### config.mk
export PLATFORM = sky130hd
export DESIGN_NAME = i2cmrt_core
export DESIGN_NICKNAME = d
export VERILOG_FILES = /design/src/i2cmrt_pkg.sv /design/src/i2cmrt_core.sv
export SDC_FILE = /design/constraint.sdc
export NUM_CORES = 1
export LEC_CHECK = 0
export BUFFER_PORTS_ARGS = -buffer_cell sky130_fd_sc_hd__clkbuf_2
export CAP_MARGIN = 10
export CORE_ASPECT_RATIO = 1.25
export CORE_UTILIZATION = 45
export CTS_CLUSTER_DIAMETER = 50
export DETAILED_ROUTE_END_ITERATION = 10
export GPL_TIMING_DRIVEN = 0
export PLACE_DENSITY = 0.74
export SLEW_MARGIN = 20
export SYNTH_ARGS = -nofsm -noshare
export SYNTH_HDL_FRONTEND = slang
export SYNTH_SLANG_ARGS = --single-unit
### constraint.sdc
create_clock -name clk_i -period 3.9 [get_ports clk_i]
set_input_delay 0.78 -clock clk_i [delete_from_list [all_inputs] [get_ports clk_i]]
set_output_delay 0.78 -clock clk_i [all_outputs]
set_load 0.02 [all_outputs]
### src/i2cmrt_pkg.sv
// package: sequencer states, field widths and constants for the i2c register master
package i2cmrt_pkg;

  localparam int unsigned QuarterW = 16;
  localparam logic [QuarterW-1:0] QuarterReset = 16'd30;

  typedef enum logic [4:0] {
    ST_IDLE, ST_START,
    ST_DEVW_BITS, ST_DEVW_ACK,
    ST_AHI_BITS, ST_AHI_ACK,
    ST_ALO_BITS, ST_ALO_ACK,
    ST_WAIT_DATA,
    ST_DATA_BITS, ST_DATA_ACK,
    ST_RSTART,
    ST_DEVR_BITS, ST_DEVR_ACK,
    ST_RD_BITS, ST_RD_ACK,
    ST_STOP
  } seq_state_e;

  typedef struct packed {
    logic       scl_level;
    logic       sda_level;
    logic       command_valid;
    logic       operation;
    logic [7:0] device_address;
    logic [15:0] register_address;
    logic       wide_address;
    logic [7:0] byte_count;
    logic [7:0] write_data;
    logic       write_data_valid;
  } tick_t;

  typedef struct packed {
    logic       scl_drive_low;
    logic       sda_drive_low;
    logic       write_data_taken;
    logic [7:0] read_data;
    logic       read_valid;
    logic       busy_res;
    logic       done_res;
    logic       status;
  } result_t;

endpackage

### src/i2cmrt_core.sv
// core: one tick of the bus sequencer, state registers and result computation
module i2cmrt_core
  import i2cmrt_pkg::*;
(
  input  logic                clk_i,
  input  logic                rst_ni,
  input  logic                step_i,
  input  tick_t               tick_i,
  input  logic [QuarterW-1:0] quarter_i,
  output result_t             res_o
);

  seq_state_e          state_q, state_d;
  logic [QuarterW-1:0] dly_q, dly_d;
  logic [1:0]          ph_q, ph_d;
  logic [2:0]          bit_q, bit_d;
  logic [7:0]          sh_q, sh_d;
  logic [7:0]          left_q, left_d;
  logic [7:0]          dev_q, dev_d;
  logic [15:0]         reg_q, reg_d;
  logic                wide_q, wide_d, rd_q, rd_d;
  logic                scl_q, scl_d, sda_q, sda_d;
  logic [QuarterW-1:0] q_eff;
  logic [QuarterW:0]   dly_inc;
  logic                tx_bits, bit_state;
  logic [7:0]          rd_byte, left_dec;
  result_t             r;

  always_comb begin
    q_eff   = (quarter_i == '0) ? QuarterW'(1) : quarter_i;
    dly_inc = {1'b0, dly_q} + 1'b1;
    tx_bits = (state_q == ST_DEVW_BITS) || (state_q == ST_AHI_BITS) ||
              (state_q == ST_ALO_BITS) || (state_q == ST_DATA_BITS) ||
              (state_q == ST_DEVR_BITS);
    bit_state = !((state_q == ST_IDLE) || (state_q == ST_START) ||
                  (state_q == ST_RSTART) || (state_q == ST_STOP) ||
                  (state_q == ST_WAIT_DATA));
    rd_byte  = {sh_q[6:0], tick_i.sda_level};
    left_dec = left_q - 8'd1;
  end

  always_comb begin
    state_d = state_q; dly_d = dly_q; ph_d = ph_q; bit_d = bit_q; sh_d = sh_q;
    left_d = left_q; dev_d = dev_q; reg_d = reg_q; wide_d = wide_q; rd_d = rd_q;
    scl_d = scl_q; sda_d = sda_q;
    r = '0;
    // enter() is written as: state, phase, delay, bit count, shift byte
    if (state_q == ST_IDLE) begin
      if (tick_i.command_valid) begin
        dev_d = tick_i.device_address; reg_d = tick_i.register_address;
        wide_d = tick_i.wide_address; rd_d = tick_i.operation;
        left_d = tick_i.byte_count;
        state_d = ST_START; ph_d = '0; dly_d = '0; bit_d = '0; sh_d = '0;
      end
    end else if (state_q == ST_WAIT_DATA) begin
      if (tick_i.write_data_valid) begin
        r.write_data_taken = 1'b1;
        state_d = ST_DATA_BITS; ph_d = '0; dly_d = '0; bit_d = '0;
        sh_d = tick_i.write_data;
      end
    end else if (dly_inc < {1'b0, q_eff}) begin
      dly_d = dly_inc[QuarterW-1:0];
    end else if (bit_state) begin
      if (!(ph_q == 2'd2 && !tick_i.scl_level)) begin
        dly_d = '0;
        unique case (ph_q)
          2'd0: begin
            scl_d = 1'b1;
            sda_d = tx_bits ? !sh_q[7] :
                    (state_q == ST_RD_ACK) ? (left_q > 8'd1) : 1'b0;
            ph_d = 2'd1;
          end
          2'd1: begin scl_d = 1'b0; ph_d = 2'd2; end
          2'd2: ph_d = 2'd3;
          default: begin
            scl_d = 1'b1;
            if (tx_bits) begin
              sh_d = {sh_q[6:0], 1'b0};
              if (bit_q == 3'd7) begin
                state_d = seq_state_e'(state_q + 5'd1);
                ph_d = '0; bit_d = '0; sh_d = '0;
              end else begin
                bit_d = bit_q + 3'd1; ph_d = '0;
              end
            end else if (state_q == ST_RD_BITS) begin
              sh_d = rd_byte;
              if (bit_q == 3'd7) begin
                r.read_data = rd_byte; r.read_valid = 1'b1;
                state_d = ST_RD_ACK; ph_d = '0; bit_d = '0;
              end else begin
                bit_d = bit_q + 3'd1; ph_d = '0;
              end
            end else if (state_q == ST_RD_ACK) begin
              left_d = left_dec; ph_d = '0; bit_d = '0; sh_d = '0;
              state_d = (left_dec != '0) ? ST_RD_BITS : ST_STOP;
            end else if (tick_i.sda_level) begin
              state_d = ST_STOP; ph_d = '0; bit_d = 3'd1; sh_d = '0;
            end else begin
              ph_d = '0; bit_d = '0; sh_d = '0;
              priority case (state_q)
                ST_DEVW_ACK: begin
                  state_d = wide_q ? ST_AHI_BITS : ST_ALO_BITS;
                  sh_d = wide_q ? reg_q[15:8] : reg_q[7:0];
                end
                ST_AHI_ACK: begin state_d = ST_ALO_BITS; sh_d = reg_q[7:0]; end
                ST_ALO_ACK:
                  state_d = rd_q ? ST_RSTART :
                            (left_q != '0) ? ST_WAIT_DATA : ST_STOP;
                ST_DATA_ACK: begin
                  left_d = left_dec;
                  state_d = (left_dec != '0) ? ST_WAIT_DATA : ST_STOP;
                end
                default: state_d = (left_q != '0) ? ST_RD_BITS : ST_STOP;
              endcase
            end
          end
        endcase
      end
    end else begin
      dly_d = '0;
      ph_d = ph_q + 2'd1;
      if (state_q == ST_STOP) begin
        unique case (ph_q)
          2'd0: scl_d = 1'b1;
          2'd1: sda_d = 1'b1;
          2'd2: scl_d = 1'b0;
          default: begin
            sda_d = 1'b0; r.done_res = 1'b1; r.status = bit_q[0];
            state_d = ST_IDLE; ph_d = '0; bit_d = '0; sh_d = '0;
          end
        endcase
      end else begin
        unique case (ph_q)
          2'd0: sda_d = 1'b0;
          2'd1: scl_d = 1'b0;
          2'd2: sda_d = 1'b1;
          default: begin
            scl_d = 1'b1; ph_d = '0; bit_d = '0;
            if (state_q == ST_START) begin
              state_d = ST_DEVW_BITS; sh_d = {dev_q[7:1], 1'b0};
            end else begin
              state_d = ST_DEVR_BITS; sh_d = {dev_q[7:1], 1'b1};
            end
          end
        endcase
      end
    end
    r.scl_drive_low = scl_d;
    r.sda_drive_low = sda_d;
    r.busy_res      = (state_d != ST_IDLE);
  end

  always_ff @(posedge clk_i or negedge rst_ni) begin
    if (!rst_ni) begin
      state_q <= ST_IDLE; dly_q <= '0; ph_q <= '0; bit_q <= '0; sh_q <= '0;
      left_q <= '0; dev_q <= '0; reg_q <= '0; wide_q <= 1'b0; rd_q <= 1'b0;
      scl_q <= 1'b0; sda_q <= 1'b0;
    end else if (step_i) begin
      state_q <= state_d; dly_q <= dly_d; ph_q <= ph_d; bit_q <= bit_d;
      sh_q <= sh_d; left_q <= left_d; dev_q <= dev_d; reg_q <= reg_d;
      wide_q <= wide_d; rd_q <= rd_d; scl_q <= scl_d; sda_q <= sda_d;
    end
  end

  assign res_o = r;

endmodule

# Word level (Yosys, flattened, before mapping)
# Index checks and enable logic that the tools add are counted.
# Widths: inputs -> output; s select.
# totals
regBits	70
in_bits	65
output_inout_bits	15
# op_classes
add_sub_neg	5
n_lt_le_gt_ge	2
eq_ne	34
n_mux	124
reduce_logical	26
# ops
cell	count
$mux 8	29
$mux 16	8
$mux 5	22
$mux 9	8
$mux 3	12
$eq 5x4->1 const B	7
$mux 2	15
$eq 5x3->1 const B	4
$mux 1	20
$pmux 5 s4	1
$add 16x1->17 const B	1
$lt 17x16->1	1
$logic_not 16->1	1
$pmux 8 s2	1
$reduce_bool 8->1	2
$ne 2x2->1 const B	6
$reduce_and 11->1	1
$eq 5x2->1 const B	2
$mux 10	1
$pmux 1 s2	5
$gt 8x1->1 const B	1
$logic_or 1x1->1	8
$ne 4x4->1 const B	2
$sub 8x1->8 const B	1
28 further kinds	32

# Depth between registers and ports, before layout
# Gate-level depths: netlist (run 1).
# logic_depth
ltp_word	15
ltp_mapped	16
ltp_nobuf	14

# Worst setup path after synthesis (run 1)
# OpenSTA, ideal clock, no wires.
# synth_timing
path_kind	register to output
start	register dly_q[2]
end	output res_o[10] (netlist name)
arrival_ns	3.271
required_ns	3.120
slack_ns	-0.151
stages_incl_launch_ff	16
cell_sequence	dfrtp_1 and3_1 and3_1 nand3_1 nor2_1 nand3_1 xnor2_1 ha_1 and3_1 nand3_1 a2bb2oi_2 a21oi_2 buf_6 inv_2 nor4_4 and2_1
# synth_rtl
item	line	rtl
from (decl)	i2cmrt_core.sv:14	logic [QuarterW-1:0] dly_q, dly_d;
from (signal assigned)	i2cmrt_core.sv:159	state_q <= state_d; dly_q <= dly_d; ph_q <= ph_d; bit_q <= bit_d;
to (decl)	i2cmrt_core.sv:10	output result_t res_o

==> out/results.tsv, run 1 <==
stage	metric	value	unit
outcome	status	finished, violations left	
outcome	failing checks	setup timing	
synthesis	sequential share of the synthesized area	34.1	%
power_and_ir_drop	Reg power frac	27.5	%
global_routing	largest net degree at the start of global routing	52	
power_and_ir_drop	Power, Total	4.40	mW
drt	DRC	0	
final_layout	FILL cells	933	
final_layout	final non-filler cell total	833	
power_and_ir_drop	sw frac	43.5	%
setup_path	CP Class	reg2out	
sta	Final Max Tran Viols	0	
drt	Avg Vias per Cell	5.90	
drt	DR pass1 iterations	7	
power_and_ir_drop	Leakage	2.96	nW
floorplanning	Core Box Area	10800	sq um
global_routing	GRT Util Overall	25.7	%
drt	DRT antenna net count	0	
sta	setup violators final	14	
min_path	Hold WC Path Type	in2async	
sta	Final period util	108	%
sta	setup TNS	-3.56	ns
power_and_ir_drop	Pint	2.49	mW
drt	initial DRC count	241	
sta	min Tclk post-route	4.20	ns
drt	routed len/inst	17.6	um
power_and_ir_drop	combinational share of power	53.3	%
final_layout	antenna diode instance count	0	
clocking	Clk Latency, worst-skew pair	0.34	ns
synthesis	synth unique cells	75	
setup_path	crit end category	output pin	
synthesis	EDFF count, synth	0	
power_and_ir_drop	clock network fraction of design power	19.2	%
floorplanning	total die area	11700	sq um
global_routing	vias in the first global route	4963	
clocking	CTS tree	yes	
floorplanning	# rows	42	
clocking	CTS buffer count	9	
sta	clk_skew	0.00660	ns
setup_path	crit-path max FO	6	
floorplanning	IO Count	80	
synthesis	net count after synthesis	678	
synthesis	Yosys reg bits	69	
flow_run	maxcap violations	0	
floorplanning	die width	96.9	um
power_and_ir_drop	Power Density	680	nW/um^2
sta	Slew HR	55.9	%
clocking	Clock transition at path regs	0.06	ns
setup_path	critical path required time	3.12	ns
global_routing	initial antenna violation count	0	
placed_design	pre-CTS WS	-0.482	ns
synthesis	Synth Flop Type	dfrtp_1	
setup_path	CP arrival	3.42	ns
placed_design	hpwl dp	10600	um
placed_design	number of I/O port buffers	78	
clocking	clock sink count	69	
global_routing	grt ovf	0	
floorplanning	Chip Height	121	um
drt	final wirelength	14600	um
floorplanning	initial core utilization	47.0	%
clocking	hold buffers post-CTS	0	
drt	Vias	4917	
final_layout	layout cell share with drive strength beyond 1	31.5	%
sta	Worst Setup Slack, final	-0.297	ns
clocking	H-tree levels	3	
placed_design	placed instance count	792	
clocking	Clock Path Buffers	2	
sta	Hold Vio Cnt, Final	0	
power_and_ir_drop	VDD IR max	0.394	mV
power_and_ir_drop	sw power	1.91	mW
placed_design	GPL Wtd Cong	0.913	
final_layout	# nets final	793	
synthesis	Post-Synthesis Cells	581	
sta	fmax	238	MHz
clocking	Clk Tree Root Cell	clkbuf_16	
synthesis	post-synthesis async set-or-reset flop share	100	%
sta	Worst-Margin Slew	0.660	ns
final_layout	area grow syn2layout	27.6	%
synthesis	Ys Warns	0	
synthesis	Avg Inst Size Synth	8.72	sq um
setup_path	Critical Path Start Type	flip-flop	
sta	RSZ-0062 raised after global routing	yes	
global_routing	first-pass GRT wire length	24100	um
synthesis	Post-Syn Area	5070	sq um
[through the flow]
stage / area [sq um] / util [%] / hold slack (ns)
final: 6470 / 60.0 / 0.349
after global routing: 6470 / 60.0 / 0.366
after CTS: 6370 / 59.1 / 0.350
after detailed placement: 5660 / 52.6 / 0.471
after global placement: 5630 / 52.3 / 0.465
after floorplan: 5080 / - / 0.448
[final timing paths]
kind | cells past startpoint | start | slack, ns | end
max in group asynchronous | 2 | rst_ni | 3.00 | dly_q[12]$_DFFE_PN0P_
setup / recovery | 15 | dly_q[2]$_DFFE_PN0P_ | -0.30 | res_o[2]
setup reg to reg | 15 | dly_q[0]$_DFFE_PN0P_ | 0.33 | left_q[6]$_DFFE_PN0P_
hold / removal | 1 | rst_ni | 0.35 | reg_q[11]$_DFFE_PN0P_
hold reg to reg | 2 | sh_q[7]$_DFFE_PN0P_ | 0.49 | sh_q[7]$_DFFE_PN0P_
min in group clk_i | 2 | sh_q[7]$_DFFE_PN0P_ | 0.49 | sh_q[7]$_DFFE_PN0P_
[cell type report]
type,instances,area (sq um),share of cell area [%]
Tap cell,132,165,2.55
Buffer,27,151,2.34
Multi-Input combinational cell,440,3210,49.6
Clock inverter,5,60.1,0.929
Timing Repair Buffer,106,747,11.6
Inverter,43,166,2.57
Sequential cell,69,1730,26.7
Clock buffer,11,243,3.75
[registers in the layout (all words and copies together), names as in the netlist]
name,count
dly_q,16
reg_q,16
left_q,8
sh_q,8
dev_q,7
state_q,5
bit_q,3
ph_q,2
rd_q,1
scl_q,1
sda_q,1
wide_q,1
[cells by family (layout without fill, tap and decap cells)]
| group | count (synthesis) | in the layout | share of synthesized area (%) |
|---|---|---|---|
| buffers and inverters | 72 | 192 | 6.47 |
| multiplexers | 30 | 30 | 6.57 |
| AND/OR/NAND/NOR | 195 | 195 | 19.8 |
| flip-flops | 69 | 69 | 34.1 |
| AO/OA/AOI/OAI | 167 | 167 | 22.4 |
| adder cells (fa/ha/maj) | 32 | 32 | 7.90 |
| XOR/XNOR | 16 | 16 | 2.77 |
[critical path, stage by stage (launching register included)]
cell,delay [ns]
dfrtp_1,0.36
and3_4,0.19
and3_4,0.20
nand3_4,0.11
nor3_4,0.18
xnor2_2,0.15
ha_1,0.29
a21oi_2,0.15
nand2_1,0.07
a221o_1,0.39
a2bb2oi_4,0.19
buf_4,0.15
nand2_4,0.09
a211oi_2,0.24
nand4_1,0.14
clkbuf_8,0.18
[cell usage in the layout, fill, tap and decap left out, types with 6 or more instances in the layout]
master,netlist,final
buf_8,0,9
buf_4,10,33
nor2_1,37,36
clkbuf_16,0,9
nor4_1,7,7
mux2_2,26,26
and2_4,0,9
ha_1,32,31
a21oi_1,31,26
clkbuf_1,8,9
a21oi_2,5,10
dfrtp_1,69,69
xnor2_1,15,12
o31ai_1,7,7
a22oi_1,8,8
nand2_1,52,52
buf_2,8,10
and2_1,14,6
inv_1,42,42
nor3_1,12,10
o21ai_0,44,43
nand3_1,29,27
o21ai_1,14,15
clkbuf_2,2,65
[cell usage after synthesis (all sizes together), types with 3 or more instances]
cell / n / area share (%)
o21ai: 59 / 5.9
a31oi: 3 / 0.37
xnor2: 15 / 2.6
and2: 16 / 2.0
nor4: 8 / 1.3
nand2: 53 / 4.0
mux2i: 4 / 0.79
buf: 19 / 2.5
a22oi: 8 / 1.2
inv: 43 / 3.2
nand4: 5 / 0.62
o22ai: 5 / 0.62
o211ai: 6 / 0.99
a211oi: 3 / 0.44
and4: 3 / 0.52
ha: 32 / 7.9
a2bb2oi: 3 / 0.64
clkbuf: 10 / 0.79
nor3: 13 / 1.4
dfrtp: 69 / 34
o221ai: 4 / 0.69
mux2: 26 / 5.8
a21oi: 36 / 3.9
and3: 10 / 1.2
a222oi: 5 / 0.99
o32ai: 3 / 0.67
nor3b: 6 / 0.99
nor2: 38 / 3.0
nand3: 29 / 2.9
o31ai: 7 / 1.0
nand2b: 4 / 0.49
a21o: 3 / 0.44
[layer usage]
metal / global-route usage (%) / wire length [um] / vias to the layer above / share of wire, %
met5: 0 / 0 / - / 0
met4: 12.6 / 466 / 0 / 3.2
met3: 4.05 / 621 / 37 / 4.2
met2: 46.9 / 7790 / 166 / 53
met1: 29.1 / 5770 / 2369 / 39
li1: - / - / 2345 / -
[power groups by stage]
stage / Sequential, mW / Clock [mW] / Combinational, mW
2_1_floorplan: 1.15 / 0 / 1.55
6_report: 1.21 / 0.843 / 2.34
3_5_place_dp: 1.22 / 0 / 2.04
4_1_cts: 1.20 / 0.855 / 2.25
3_3_place_gp: 1.20 / 0 / 1.97
5_1_grt: 1.24 / 0.879 / 2.57
[timing repair]
| action | 4_1_cts | 5_1_grt |
|---|---|---|
| gates cloned | 1 | 0 |
| gates resized for setup | 60 | 23 |
| setup endpoints to repair | 14 | 14 |
| buffers inserted | 21 | 5 |
| endpoints found under the hold margin | 0 | 0 |
| pin swaps | 29 | 16 |
Note: power is estimated with default switching activity, not from simulation.
==> run 2, diff against run 1 <==
Settings changed: SKIP_LAST_GASP set to 1.
==> run 2 against run 1 <==
  * Critical endpoint unchanged
  * Sequential power about the same
  * Clock power about the same
  * Largest power group unchanged
  * Largest cell class unchanged
  * Final cell count increased by 0.12%
  * Wire length increased by 0.61%
  * Highest routed layer unchanged
  * Die area unchanged
  * The run still ends with setup timing left
  * Design area increased by 0.17%
  * Utilization increased by 0.10 points
==> out/results.tsv, run 2 (synthesis results as in run 1) <==
stage	metric	value	unit
clocking	H-tree levels	3	
drt	initial DRC count	282	
power_and_ir_drop	Power Density	680	nW/um^2
floorplanning	IO Count	80	
outcome	failing checks	setup timing	
clocking	Clk Tree Root Cell	clkbuf_16	
drt	routed len/inst	17.7	um
clocking	CTS tree	yes	
final_layout	storage element area	1730	sq um
global_routing	grt ovf	0	
sta	Hold Vio Cnt, Final	0	
drt	DRT antenna net count	0	
power_and_ir_drop	VDD IR max	0.395	mV
power_and_ir_drop	Leakage	2.97	nW
drt	final wirelength	14700	um
clocking	clock sink count	69	
global_routing	GRT Util Overall	25.8	%
clocking	Clock Path Buffers	2	
placed_design	placed instance count	792	
final_layout	FILL cells	931	
drt	Avg Vias per Cell	5.91	
floorplanning	Core Box Area	10800	sq um
final_layout	most frequent cells in the layout	dfrtp_1, clkbuf_2, nand2_1	
floorplanning	# rows	42	
placed_design	number of I/O port buffers	78	
sta	Final Max Tran Viols	0	
final_layout	antenna diode instance count	0	
floorplanning	Chip Height	121	um
power_and_ir_drop	Reg power frac	27.5	%
outcome	status	finished, violations left	
drt	DRC	0	
placed_design	placed cell areas	5660	sq um
power_and_ir_drop	Power, Total	4.40	mW
clocking	hold buffers post-CTS	0	
sta	fmax	238	MHz
global_routing	largest net degree at the start of global routing	52	
sta	Final period util	108	%
setup_path	Critical Path Start Type	flip-flop	
global_routing	first-pass GRT wire length	24100	um
final_layout	final non-filler cell total	834	
sta	clk_skew	0.00690	ns
flow_run	maxcap violations	0	
power_and_ir_drop	sw power	1.92	mW
final_layout	area of the multi-input gates	3210	sq um
power_and_ir_drop	Pint	2.49	mW
setup_path	crit end category	output pin	
setup_path	crit-path max FO	4	
final_layout	Largest regs	dly_q: 16 flops, reg_q: 16 flops	
floorplanning	initial core utilization	47.0	%
final_layout	layout cell share with drive strength beyond 1	31.6	%
power_and_ir_drop	sw frac	43.6	%
sta	Hold WS	0.349	ns
drt	Vias	4930	
final_layout	area grow syn2layout	27.8	%
global_routing	vias in the first global route	4969	
clocking	CTS buffer count	9	
placed_design	GPL Wtd Cong	0.913	
final_layout	# nets final	794	
sta	min Tclk post-route	4.20	ns
clocking	Clock transition at path regs	0.06	ns
sta	Slew HR	55.5	%
power_and_ir_drop	combinational share of power	53.3	%
global_routing	initial antenna violation count	0	
floorplanning	die width	96.9	um
setup_path	CP arrival	3.42	ns
placed_design	hpwl dp	10600	um
sta	Worst Setup Slack, final	-0.300	ns
setup_path	critical path required time	3.12	ns
sta	Worst-Margin Slew	0.665	ns
sta	RSZ-0062 raised after global routing	yes	
placed_design	pre-CTS WS	-0.482	ns
final_layout	commonest non-fill, non-tap cell in the layout	dfrtp_1	
floorplanning	total die area	11700	sq um
min_path	Hold WC Path Type	in2async	
drt	DR pass1 iterations	5	
power_and_ir_drop	clock network fraction of design power	19.2	%
sta	setup violators final	14	
clocking	Clk Latency, worst-skew pair	0.34	ns
setup_path	CP Class	reg2out	
final_layout	final instance area	6480	sq um
[run 2: final cells by class]
| cell class | instances | share of cell area [%] |
|---|---|---|
| clock inverters | 5 | 0.927 |
| inverters | 43 | 2.57 |
| clock buffers | 11 | 3.75 |
| repair buffers | 107 | 11.7 |
| plain buffers | 27 | 2.34 |
| multi-input cells | 440 | 49.5 |
| flip-flops and latches | 69 | 26.7 |
| well taps | 132 | 2.55 |
[run 2: worst max-delay path: stages (launching register included)]
cell and delay (ns):
dfrtp_1 0.36, and3_4 0.19, and3_4 0.20, nand3_4 0.11, nor3_4 0.18, xnor2_2 0.15, ha_1 0.29, a21oi_2 0.15
nand2_1 0.07, a221o_1 0.39, a2bb2oi_4 0.19, a21oi_2 0.09, buf_6 0.16, buf_6 0.12, o32ai_2 0.11, nand4_1 0.14
clkbuf_8 0.18
[run 2: routing by layer]
metal / vias to the layer above / routed length, um / track usage (%)
li1: 2348 / - / -
met1: 2399 / 5900 / 29.2
met2: 150 / 7800 / 46.9
met3: 33 / 571 / 4.05
met4: 0 / 459 / 12.6
met5: - / 0 / 0
[run 2: path summary, 6_finish.rpt]
kind,from,to,slack [ns],cells past startpoint
worst min-delay path,rst_ni,reg_q[11]$_DFFE_PN0P_,0.35,1
worst max register to register,dly_q[0]$_DFFE_PN0P_,left_q[6]$_DFFE_PN0P_,0.34,15
max in group asynchronous,rst_ni,dly_q[12]$_DFFE_PN0P_,2.99,2
worst max-delay path,dly_q[2]$_DFFE_PN0P_,res_o[2],-0.30,16
min in group clk_i,sh_q[7]$_DFFE_PN0P_,sh_q[7]$_DFFE_PN0P_,0.49,2
worst min register to register,sh_q[7]$_DFFE_PN0P_,sh_q[7]$_DFFE_PN0P_,0.49,2
[run 2: stage by stage]
step / setup TNS, ns / utilization [%]
5_1_grt: -5.86 / 60.1
6_report: -3.73 / 60.1
4_1_cts: -4.21 / 59.1
2_1_floorplan: -0.128 / -
3_5_place_dp: -5.19 / 52.6
3_3_place_gp: -4.14 / 52.3
[run 2: power groups by stage]
stage	clock, mW	combinational [mW]	sequential (mW)
final	0.846	2.35	1.21
after global routing	0.879	2.57	1.24
after CTS	0.855	2.25	1.20
after detailed placement	0	2.04	1.22
after global placement	0	1.97	1.20
after floorplan	0	1.55	1.15
[run 2: what timing repair did]
action,in CTS,in global routing
buffers inserted,21,6
cloned,1,0
pin swaps,28,16
resized for setup,60,24
setup endpoints to repair,14,14
